==> src/hw/rtl/bwcm_pkg.sv <==
`default_nettype none
package bwcm_pkg;

  // one stored window record
  typedef struct packed {
    logic [31:0] height;
    logic [21:0] total;
    logic [21:0] covered;
  } entry_t;

  typedef logic [1:0] health_t;

  localparam health_t HEALTH_INSUFFICIENT = 2'd0;
  localparam health_t HEALTH_LOW_COVERAGE = 2'd1;
  localparam health_t HEALTH_HEALTHY      = 2'd2;

  // configuration register indexes
  localparam logic CFG_COVERAGE_THRESHOLD = 1'b0;
  localparam logic CFG_MIN_WINDOW_WEIGHT  = 1'b1;

  localparam logic [16:0] COVERAGE_THRESHOLD_RST = 17'd52429;
  localparam logic [27:0] MIN_WINDOW_WEIGHT_RST  = 28'd4000000;

  typedef enum logic [2:0] {
    ST_IDLE,
    ST_SCAN,
    ST_APPEND,
    ST_MUL,
    ST_RESULT
  } state_t;

endpackage
`default_nettype wire

==> src/hw/rtl/block_window_coverage_monitor_unit.sv <==
`default_nettype none
// Window coverage monitor. Each input item carries a sequence height and a
// total and covered weight. The block keeps up to WINDOW records with
// consecutive heights in a ring memory: it drops held entries at or above the
// new height, clears the window on a height gap, retires the oldest entry when
// full and appends the new record. Each item yields one result item with the
// window sums and a health state (insufficient, low coverage, healthy), where
// a full window with a total under min_window_weight reports healthy with
// low_activity set. An item is handled in steps: a walk over the ring memory
// reads every held entry below the new height plus the first one at or above
// it, if any (0 to WINDOW entries), through its single registered read port;
// the walk is followed by a write-back state, a multiply state, a result
// state and the idle state in which the next item is taken. The result state
// also waits while the previous result is still stalled in the output
// register. The result sits in that output register, so a new item is taken
// while it waits. The user must write configuration through cfg_wr_en /
// cfg_addr / cfg_wdata only while the block is idle; the block itself does
// not enforce this.
module block_window_coverage_monitor_unit
  import bwcm_pkg::*;
#(
  parameter int WINDOW = 8
) (
  input  wire logic        clk,
  input  wire logic        rst_n,
  input  wire logic        in_valid,
  output logic             in_stall,
  input  wire logic [31:0] in_seq_height,
  input  wire logic [21:0] in_total_weight,
  input  wire logic [21:0] in_covered_weight,
  output logic             out_valid,
  input  wire logic        out_stall,
  output logic [1:0]       out_health,
  output logic             out_low_activity,
  output logic [6:0]       out_tracked_count,
  output logic [27:0]      out_window_total,
  output logic [27:0]      out_window_covered,
  output logic [6:0]       out_rolled_back,
  output logic             out_gap_cleared,
  input  wire logic        cfg_wr_en,
  input  wire logic        cfg_addr,
  input  wire logic [27:0] cfg_wdata
);

  localparam int AW = (WINDOW > 1) ? $clog2(WINDOW) : 1;
  localparam int CW = $clog2(WINDOW + 1);
  localparam logic [CW-1:0] FULL = CW'(WINDOW);

  // ring index of position pos counted from base; both stay below WINDOW
  function automatic logic [AW-1:0] slot_of(input logic [AW-1:0] base,
                                            input logic [CW-1:0] pos);
    logic [CW:0] s;
    s = (CW+1)'(base) + (CW+1)'(pos);
    if (s >= (CW+1)'(WINDOW)) s = s - (CW+1)'(WINDOW);
    return AW'(s);
  endfunction

  // ring storage
  entry_t mem [WINDOW];
  entry_t rd_q;
  logic          mem_we, mem_re;
  logic [AW-1:0] mem_waddr, mem_raddr;
  entry_t        mem_wdata;

  state_t state_r, state_nxt;

  // configuration
  logic [16:0] thr_r;
  logic [27:0] minw_r;

  // window bookkeeping
  logic [CW-1:0] count_r, count_nxt;
  logic [AW-1:0] oldest_r, oldest_nxt;

  // per-item working registers
  logic [31:0]   h_r, h_nxt;
  logic [21:0]   tw_r, tw_nxt, cw_r, cw_nxt;
  logic [CW-1:0] keep_r, keep_nxt;
  logic [31:0]   last_h_r, last_h_nxt;
  logic [21:0]   first_tw_r, first_tw_nxt, first_cw_r, first_cw_nxt;
  logic [27:0]   acc_t_r, acc_t_nxt, acc_c_r, acc_c_nxt;
  logic [27:0]   st_r, st_nxt, sc_r, sc_nxt;
  logic [CW-1:0] rolled_r, rolled_nxt;
  logic          gap_r, gap_nxt, full_r, full_nxt;
  logic [44:0]   prod_r, prod_nxt;

  // result register
  logic          out_valid_r, out_valid_nxt;
  health_t       health_r, health_nxt;
  logic          low_r, low_nxt;
  logic [CW-1:0] o_count_r, o_count_nxt;
  logic [27:0]   o_st_r, o_st_nxt, o_sc_r, o_sc_nxt;
  logic [CW-1:0] o_rolled_r, o_rolled_nxt;
  logic          o_gap_r, o_gap_nxt;

  logic          hit, scan_last, load_out, gap_now;
  logic [CW-1:0] keep_inc;
  logic [44:0]   cov_scaled;
  logic [27:0]   st_less_first, sc_less_first;

  assign in_stall  = (state_r != ST_IDLE);
  assign hit       = (rd_q.height >= h_r);
  assign keep_inc  = keep_r + CW'(1);
  assign scan_last = (keep_inc == count_r);
  assign load_out  = (state_r == ST_RESULT) && (!out_valid_r || !out_stall);
  // heights differ by one: compare in 33 bits so the top height never wraps
  assign gap_now   = (keep_r != '0) &&
                     ({1'b0, last_h_r} + 33'd1 != {1'b0, h_r});
  assign cov_scaled    = {1'b0, sc_r, 16'd0};
  assign st_less_first = acc_t_r - 28'(first_tw_r);
  assign sc_less_first = acc_c_r - 28'(first_cw_r);

  // next state
  always_comb begin
    state_nxt = state_r;
    unique case (state_r)
      ST_IDLE: begin
        if (in_valid) state_nxt = (count_r == '0) ? ST_APPEND : ST_SCAN;
      end
      ST_SCAN: begin
        if (hit || scan_last) state_nxt = ST_APPEND;
      end
      ST_APPEND: state_nxt = ST_MUL;
      ST_MUL:    state_nxt = ST_RESULT;
      ST_RESULT: begin
        if (load_out) state_nxt = ST_IDLE;
      end
      default:   state_nxt = ST_IDLE;
    endcase
  end

  // datapath and memory control
  always_comb begin
    h_nxt        = h_r;
    tw_nxt       = tw_r;
    cw_nxt       = cw_r;
    keep_nxt     = keep_r;
    last_h_nxt   = last_h_r;
    first_tw_nxt = first_tw_r;
    first_cw_nxt = first_cw_r;
    acc_t_nxt    = acc_t_r;
    acc_c_nxt    = acc_c_r;
    st_nxt       = st_r;
    sc_nxt       = sc_r;
    rolled_nxt   = rolled_r;
    gap_nxt      = gap_r;
    full_nxt     = full_r;
    prod_nxt     = prod_r;
    count_nxt    = count_r;
    oldest_nxt   = oldest_r;
    mem_re       = 1'b0;
    mem_raddr    = oldest_r;
    mem_we       = 1'b0;
    mem_waddr    = oldest_r;
    mem_wdata    = '{height: h_r, total: tw_r, covered: cw_r};
    health_nxt   = health_r;
    low_nxt      = low_r;
    o_count_nxt  = o_count_r;
    o_st_nxt     = o_st_r;
    o_sc_nxt     = o_sc_r;
    o_rolled_nxt = o_rolled_r;
    o_gap_nxt    = o_gap_r;

    unique case (state_r)
      ST_IDLE: begin
        if (in_valid) begin
          h_nxt     = in_seq_height;
          tw_nxt    = in_total_weight;
          cw_nxt    = in_covered_weight;
          keep_nxt  = '0;
          acc_t_nxt = '0;
          acc_c_nxt = '0;
          // fetch the oldest entry for the walk
          mem_re    = 1'b1;
          mem_raddr = oldest_r;
        end
      end
      ST_SCAN: begin
        // rd_q holds the entry at position keep_r
        if (!hit) begin
          keep_nxt   = keep_inc;
          acc_t_nxt  = acc_t_r + 28'(rd_q.total);
          acc_c_nxt  = acc_c_r + 28'(rd_q.covered);
          last_h_nxt = rd_q.height;
          if (keep_r == '0) begin
            first_tw_nxt = rd_q.total;
            first_cw_nxt = rd_q.covered;
          end
          if (!scan_last) begin
            mem_re    = 1'b1;
            mem_raddr = slot_of(oldest_r, keep_inc);
          end
        end
      end
      ST_APPEND: begin
        // sums of at most 64 records of 22 bits fit in 28 bits
        rolled_nxt = count_r - keep_r;
        gap_nxt    = gap_now;
        mem_we     = 1'b1;
        priority if (gap_now) begin
          mem_waddr = oldest_r;
          count_nxt = CW'(1);
          st_nxt    = 28'(tw_r);
          sc_nxt    = 28'(cw_r);
        end else if (keep_r == FULL) begin
          // retire the oldest entry; its slot takes the new record
          mem_waddr  = oldest_r;
          oldest_nxt = slot_of(oldest_r, CW'(1));
          count_nxt  = FULL;
          st_nxt     = st_less_first + 28'(tw_r);
          sc_nxt     = sc_less_first + 28'(cw_r);
        end else begin
          mem_waddr = slot_of(oldest_r, keep_r);
          count_nxt = keep_inc;
          st_nxt    = acc_t_r + 28'(tw_r);
          sc_nxt    = acc_c_r + 28'(cw_r);
        end
        full_nxt = (count_nxt == FULL);
      end
      ST_MUL: begin
        prod_nxt = {28'd0, thr_r} * {17'd0, st_r};
      end
      ST_RESULT: begin
        if (load_out) begin
          priority if (!full_r) begin
            health_nxt = HEALTH_INSUFFICIENT;
            low_nxt    = 1'b0;
          end else if (st_r < minw_r) begin
            health_nxt = HEALTH_HEALTHY;
            low_nxt    = 1'b1;
          end else if (cov_scaled >= prod_r) begin
            health_nxt = HEALTH_HEALTHY;
            low_nxt    = 1'b0;
          end else begin
            health_nxt = HEALTH_LOW_COVERAGE;
            low_nxt    = 1'b0;
          end
          o_count_nxt  = count_r;
          o_st_nxt     = st_r;
          o_sc_nxt     = sc_r;
          o_rolled_nxt = rolled_r;
          o_gap_nxt    = gap_r;
        end
      end
      default: ;
    endcase
  end

  always_comb begin
    out_valid_nxt = out_valid_r;
    if (load_out) out_valid_nxt = 1'b1;
    else if (!out_stall) out_valid_nxt = 1'b0;
  end

  // ring memory with a registered read
  always_ff @(posedge clk) begin
    if (mem_we) mem[mem_waddr] <= mem_wdata;
    if (mem_re) rd_q <= mem[mem_raddr];
  end

  always_ff @(posedge clk) begin
    if (!rst_n) begin
      state_r     <= ST_IDLE;
      count_r     <= '0;
      oldest_r    <= '0;
      out_valid_r <= 1'b0;
    end else begin
      state_r     <= state_nxt;
      count_r     <= count_nxt;
      oldest_r    <= oldest_nxt;
      out_valid_r <= out_valid_nxt;
    end
  end

  always_ff @(posedge clk) begin
    if (!rst_n) begin
      thr_r  <= COVERAGE_THRESHOLD_RST;
      minw_r <= MIN_WINDOW_WEIGHT_RST;
    end else if (cfg_wr_en) begin
      unique case (cfg_addr)
        CFG_COVERAGE_THRESHOLD: thr_r  <= cfg_wdata[16:0];
        CFG_MIN_WINDOW_WEIGHT:  minw_r <= cfg_wdata;
        default: ;
      endcase
    end
  end

  always_ff @(posedge clk) begin
    h_r        <= h_nxt;
    tw_r       <= tw_nxt;
    cw_r       <= cw_nxt;
    keep_r     <= keep_nxt;
    last_h_r   <= last_h_nxt;
    first_tw_r <= first_tw_nxt;
    first_cw_r <= first_cw_nxt;
    acc_t_r    <= acc_t_nxt;
    acc_c_r    <= acc_c_nxt;
    st_r       <= st_nxt;
    sc_r       <= sc_nxt;
    rolled_r   <= rolled_nxt;
    gap_r      <= gap_nxt;
    full_r     <= full_nxt;
    prod_r     <= prod_nxt;
    health_r   <= health_nxt;
    low_r      <= low_nxt;
    o_count_r  <= o_count_nxt;
    o_st_r     <= o_st_nxt;
    o_sc_r     <= o_sc_nxt;
    o_rolled_r <= o_rolled_nxt;
    o_gap_r    <= o_gap_nxt;
  end

  assign out_valid          = out_valid_r;
  assign out_health         = health_r;
  assign out_low_activity   = low_r;
  assign out_tracked_count  = 7'(o_count_r);
  assign out_window_total   = o_st_r;
  assign out_window_covered = o_sc_r;
  assign out_rolled_back    = 7'(o_rolled_r);
  assign out_gap_cleared    = o_gap_r;

  // window never holds more than WINDOW entries
  a_count_bound: assert property (@(posedge clk) disable iff (!rst_n)
    count_r <= FULL)
    else $error("window count exceeds depth");

  // walk position stays inside the held entries
  a_scan_inside: assert property (@(posedge clk) disable iff (!rst_n)
    (state_r == ST_SCAN) |-> (keep_r < count_r))
    else $error("walk past held entries");

  // an accepted item blocks the input until its result is formed
  a_accept_busy: assert property (@(posedge clk) disable iff (!rst_n)
    (in_valid && !in_stall) |=> in_stall)
    else $error("input taken twice");

  // health is insufficient exactly when the window is not full
  a_health_full: assert property (@(posedge clk) disable iff (!rst_n)
    out_valid |-> ((out_health == HEALTH_INSUFFICIENT) == (o_count_r != FULL)))
    else $error("health disagrees with window fill");

  // low activity only comes with a healthy report
  a_low_healthy: assert property (@(posedge clk) disable iff (!rst_n)
    (out_valid && out_low_activity) |-> (out_health == HEALTH_HEALTHY))
    else $error("low activity without healthy");

endmodule
`default_nettype wire
==> config.mk <==
export PLATFORM = sky130hd
export DESIGN_NAME = block_window_coverage_monitor_unit
export DESIGN_NICKNAME = d
export VERILOG_FILES = /design/src/hw/rtl/bwcm_pkg.sv /design/src/hw/rtl/block_window_coverage_monitor_unit.sv
export SDC_FILE = /design/constraint.sdc
export NUM_CORES = 2
export LEC_CHECK = 0
export CAP_MARGIN = 20
export CORE_MARGIN = 5
export CORE_UTILIZATION = 59
export CTS_BUF_LIST = sky130_fd_sc_hd__clkbuf_4
export DETAILED_ROUTE_END_ITERATION = 10
export DONT_BUFFER_PORTS = 1
export PLACE_DENSITY_LB_ADDON = 0.2
export SYNTH_ARGS = -nofsm -noshare
export SYNTH_HDL_FRONTEND = slang
export SYNTH_SLANG_ARGS = --single-unit
==> constraint.sdc <==
create_clock -name clk -period 17.2 [get_ports clk]
set_input_delay 2.58 -clock clk [delete_from_list [all_inputs] [get_ports clk]]
set_output_delay 2.58 -clock clk [all_outputs]
set_load 0.005 [all_outputs]
==> results <==
- The flow ran to the end, and the final reports show no timing, DRC or antenna violations.
- The post-layout net count is ~8,600.
- Counting flops and latches in the post-synthesis netlist gives 1,127.
- The number of detailed-routing iterations run before antenna repair is 6.
- The worst setup path is captured at a register.
- For this configuration, the core starts out at a cell density of just under 60%.
- The number of setup buffers added after CTS is 0.
- The critical path launch point type is a register.
- The number of max-slew violations in the final report is 0.
- The number of instances resized during post-cts repair is 0.
- The placer's final routability congestion estimate is between 0.9 and 1.
- Counting flops with a built-in enable in the synthesized netlist gives 1,071.
- The TritonCTS clock tree is built.
- The sequential cell area fraction in the yosys report is 42.4%.
- After synthesis, the share of flip-flops with an asynchronous set or reset is 0%.
- Counting every sink on the clock net gives 1,127.
- The CTS buffer count is 319.
- The post-route DRC violation count is 0.
- The maximum clock frequency is about 130 MHz.
- The H-tree was split into 5 levels.
- The count of cell types in the netlist is 100.
- The count of pins on the block boundary is 186.
- The worst path arrival time is 8.73 ns.
- The number of buffers inserted by hold repair at cts is 0.
- The final period utilization is 44.5%.
- The placed wire-length estimate after detailed placement is 129,000 microns.
- The maximum root-to-sink buffer count is 4.
- The initial antenna violation count is 12.
- The cell count after synthesis came out at roughly 7,700.
- The worst slew margin relative to its limit is 1.22%.
- The warning count from the yosys run is 0.
- In this run the worst hold path is classified as reg2reg.
- In the routed layout, each cell is associated on average with a via count of 5.91.
- Across the routed clock network, the largest skew measured is 0.122 ns.
- Entering global routing, the biggest net connects 326 pins.
- The total vias in the final route is 57,160.
- The tree is rooted in a sky130_fd_sc_hd__clkbuf_4.
- The wire length per cell after detailed routing is 20.6 microns.
- In this run the horizontal extent of the chip is 375 microns.
- The clock network latency to the later pin of the worst-skew pair is 1.30 ns.
- After the first detailed-routing iteration, the DRC count stood at 5,070.
- Setup repair after global routing left no endpoint under its margin.
- The slew at the pin closest to its max-slew limit is 1.48 ns.
- The total grt overflow is 0.
- In this run the remaining antenna-violating nets after routing total 0.
- The critical path is of the reg2reg type.
- Along the worst path, the maximum fanout reaches 19.
- The layout-stage area growth over the synthesis result is 6.72%.
- The core footprint is 132,000 sq um.
- Averaged over all synthesized cells, the footprint is 10.1 sq um.
- The die outline height is 375 microns.
- The wire length after detailed routing is 200,000 microns.
- Setup violations remaining at the end of the flow were counted as 0.
- Setup total negative slack on the finished layout was measured at 0 ns.
- Across the run, the number of max-cap violations was 0.
- The mapped netlist covers around 78,000 sq um.
- STA puts the critical path data required time at 18.27 ns.
- The floorplan step defined a die boundary enclosing 140,000 sq um.
- Row generation in the floorplan step produced 133 rows.
- In the synthesized netlist the dominant register cell turns out to be sky130_fd_sc_hd__edfxtp_1.
- After clock tree synthesis, the clock-pin slew on the worst setup and hold paths is 0.06 ns.
- The hold violation count in the final report is 0.
- The via count of the first global-routing pass is 56,703.
- The total track usage is 28.1%.
- The number of buffers added on ports is 0.
- The final critical-path required period is 7.66 ns.
- The share of cells above drive strength 1 is 8.80%.
- The first global-routing pass estimated approximately 310,000 microns of wire.
[flip-flops by register name (all words and copies together), names as in the netlist, 17 cells and up]
name and cells:
acc_c_r 28, acc_t_r 28, cw_r 22, first_cw_r 22, first_tw_r 22, h_r 32
last_h_r 32, mem 608, minw_r 28, out_window_covered 28, out_window_total 28, prod_r 45
rd_q 76, sc_r 28, st_r 28, thr_r 17, tw_r 22
[final timing paths]
| path | start | end | slack, ns | cells past startpoint |
|---|---|---|---|---|
| worst min-delay path | rolled_r[1] | o_rolled_r[1] | 0.42 | 0 |
| worst max-delay path | st_r[7] | prod_r[41] | 9.54 | 23 |
| worst max register to register | st_r[7] | prod_r[41] | 9.54 | 23 |
| worst min register to register | rolled_r[1] | o_rolled_r[1] | 0.42 | 0 |
[through the flow]
stage	worst slack [ns]	hold slack (ns)	utilization (%)	instances	instance area, sq um
floorplan	8.71	0.400	-	7736	78400
CTS	9.55	0.420	63.4	9659	83600
finish	9.54	0.419	63.5	9674	83700
global placement	9.69	0.402	60.5	9130	79700
global route	9.27	0.440	63.5	9670	83700
detailed placement	9.59	0.406	60.5	9130	79700
[per-layer routing]
layer  up-vias  routed length (microns)  track usage [%]
li1      26548                        -                -
met1     28085                    82000             37.2
met2      2130                    95600             46.2
met3       395                    15100             5.30
met4         2                     6930             11.2
met5         -                       13                0
[critical path: stages, from the launching register on]
cell,delay (ns)
sky130_fd_sc_hd__edfxtp_1,0.90
sky130_fd_sc_hd__nand2_1,0.18
sky130_fd_sc_hd__fa_1,0.56
sky130_fd_sc_hd__inv_1,0.05
sky130_fd_sc_hd__fa_1,0.49
sky130_fd_sc_hd__inv_1,0.05
sky130_fd_sc_hd__fa_1,0.55
sky130_fd_sc_hd__inv_1,0.05
sky130_fd_sc_hd__fa_1,0.45
sky130_fd_sc_hd__fa_1,0.49
sky130_fd_sc_hd__inv_1,0.05
sky130_fd_sc_hd__fa_1,0.47
sky130_fd_sc_hd__inv_1,0.04
sky130_fd_sc_hd__ha_1,0.36
sky130_fd_sc_hd__o21a_1,0.26
sky130_fd_sc_hd__a2111oi_4,0.43
sky130_fd_sc_hd__nand2_2,0.10
sky130_fd_sc_hd__o211ai_2,0.23
sky130_fd_sc_hd__o21ai_2,0.12
sky130_fd_sc_hd__a311o_2,0.43
sky130_fd_sc_hd__a221o_2,0.42
sky130_fd_sc_hd__o221a_4,0.25
sky130_fd_sc_hd__or4b_1,0.47
sky130_fd_sc_hd__nand4_1,0.08
[cell usage after synthesis, types with 33 or more instances]
master,instances,share of area (%)
sky130_fd_sc_hd__nand2_1,1147,5.5
sky130_fd_sc_hd__edfxtp_1,1071,41
sky130_fd_sc_hd__inv_1,801,3.8
sky130_fd_sc_hd__nand2b_1,642,5.1
sky130_fd_sc_hd__nor2_1,491,2.4
sky130_fd_sc_hd__fa_1,440,11
sky130_fd_sc_hd__clkbuf_1,377,1.8
sky130_fd_sc_hd__ha_1,367,5.9
sky130_fd_sc_hd__a211oi_1,330,3.2
sky130_fd_sc_hd__a22oi_1,305,2.9
sky130_fd_sc_hd__and2_1,197,1.6
sky130_fd_sc_hd__a21oi_1,186,1.2
sky130_fd_sc_hd__mux2i_1,167,2.1
sky130_fd_sc_hd__xnor2_1,142,1.6
sky130_fd_sc_hd__o21ai_0,118,0.75
sky130_fd_sc_hd__a21o_1,113,1.1
sky130_fd_sc_hd__mux2_2,78,1.1
sky130_fd_sc_hd__nand3_1,71,0.45
sky130_fd_sc_hd__xor2_1,69,0.77
sky130_fd_sc_hd__dfxtp_1,56,1.4
sky130_fd_sc_hd__nor3_1,53,0.34
sky130_fd_sc_hd__o21a_1,40,0.38
sky130_fd_sc_hd__nand4_1,37,0.30
sky130_fd_sc_hd__a21boi_0,33,0.32
[layout by cell type (no fill, tap or decap), drive strengths merged, types with 11 or more instances in the layout]
cell | synthesis | layout
nand2 | 1149 | 1149
edfxtp | 1071 | 1071
inv | 802 | 805
nand2b | 642 | 642
nor2 | 493 | 493
clkbuf | 377 | 457
fa | 440 | 440
ha | 367 | 367
a211oi | 331 | 331
a22oi | 305 | 305
and2 | 198 | 198
a21oi | 186 | 186
mux2i | 167 | 167
xnor2 | 142 | 142
o21ai | 120 | 120
a21o | 116 | 116
buf | 60 | 80
mux2 | 78 | 78
nand3 | 73 | 73
xor2 | 69 | 69
clkinv | 0 | 62
dfxtp | 56 | 56
nor3 | 55 | 55
o21a | 40 | 40
nand4 | 40 | 40
a21boi | 34 | 34
nor2b | 32 | 32
a31oi | 29 | 29
o211ai | 27 | 27
and3 | 26 | 26
or3 | 25 | 25
o21bai | 19 | 19
nor4 | 16 | 16
o31ai | 14 | 14
diode | 0 | 11
[kinds of logic after synthesis]
family / synth area share [%]
AND/OR/NAND/NOR: 17.1
other: 0.00478
multiplexers: 3.25
buffers and inverters: 6.03
flip-flops: 42.4
AO/OA/AOI/OAI: 11.7
XOR/XNOR: 2.36
adder cells (fa/ha/maj): 17.1
[layout make-up]
cell class	count	area, sq um
inverters	802	3010
clock buffers	457	3430
well taps	1755	2200
flip-flops and latches	1127	33300
diodes	11	27.5
fillers	10547	48100
clock inverters	72	440
repair buffers	80	713
multi-input cells	5370	40600
Power is not shown: default switching activity piles up to over one toggle a cycle in this logic, so the estimate is an artifact.
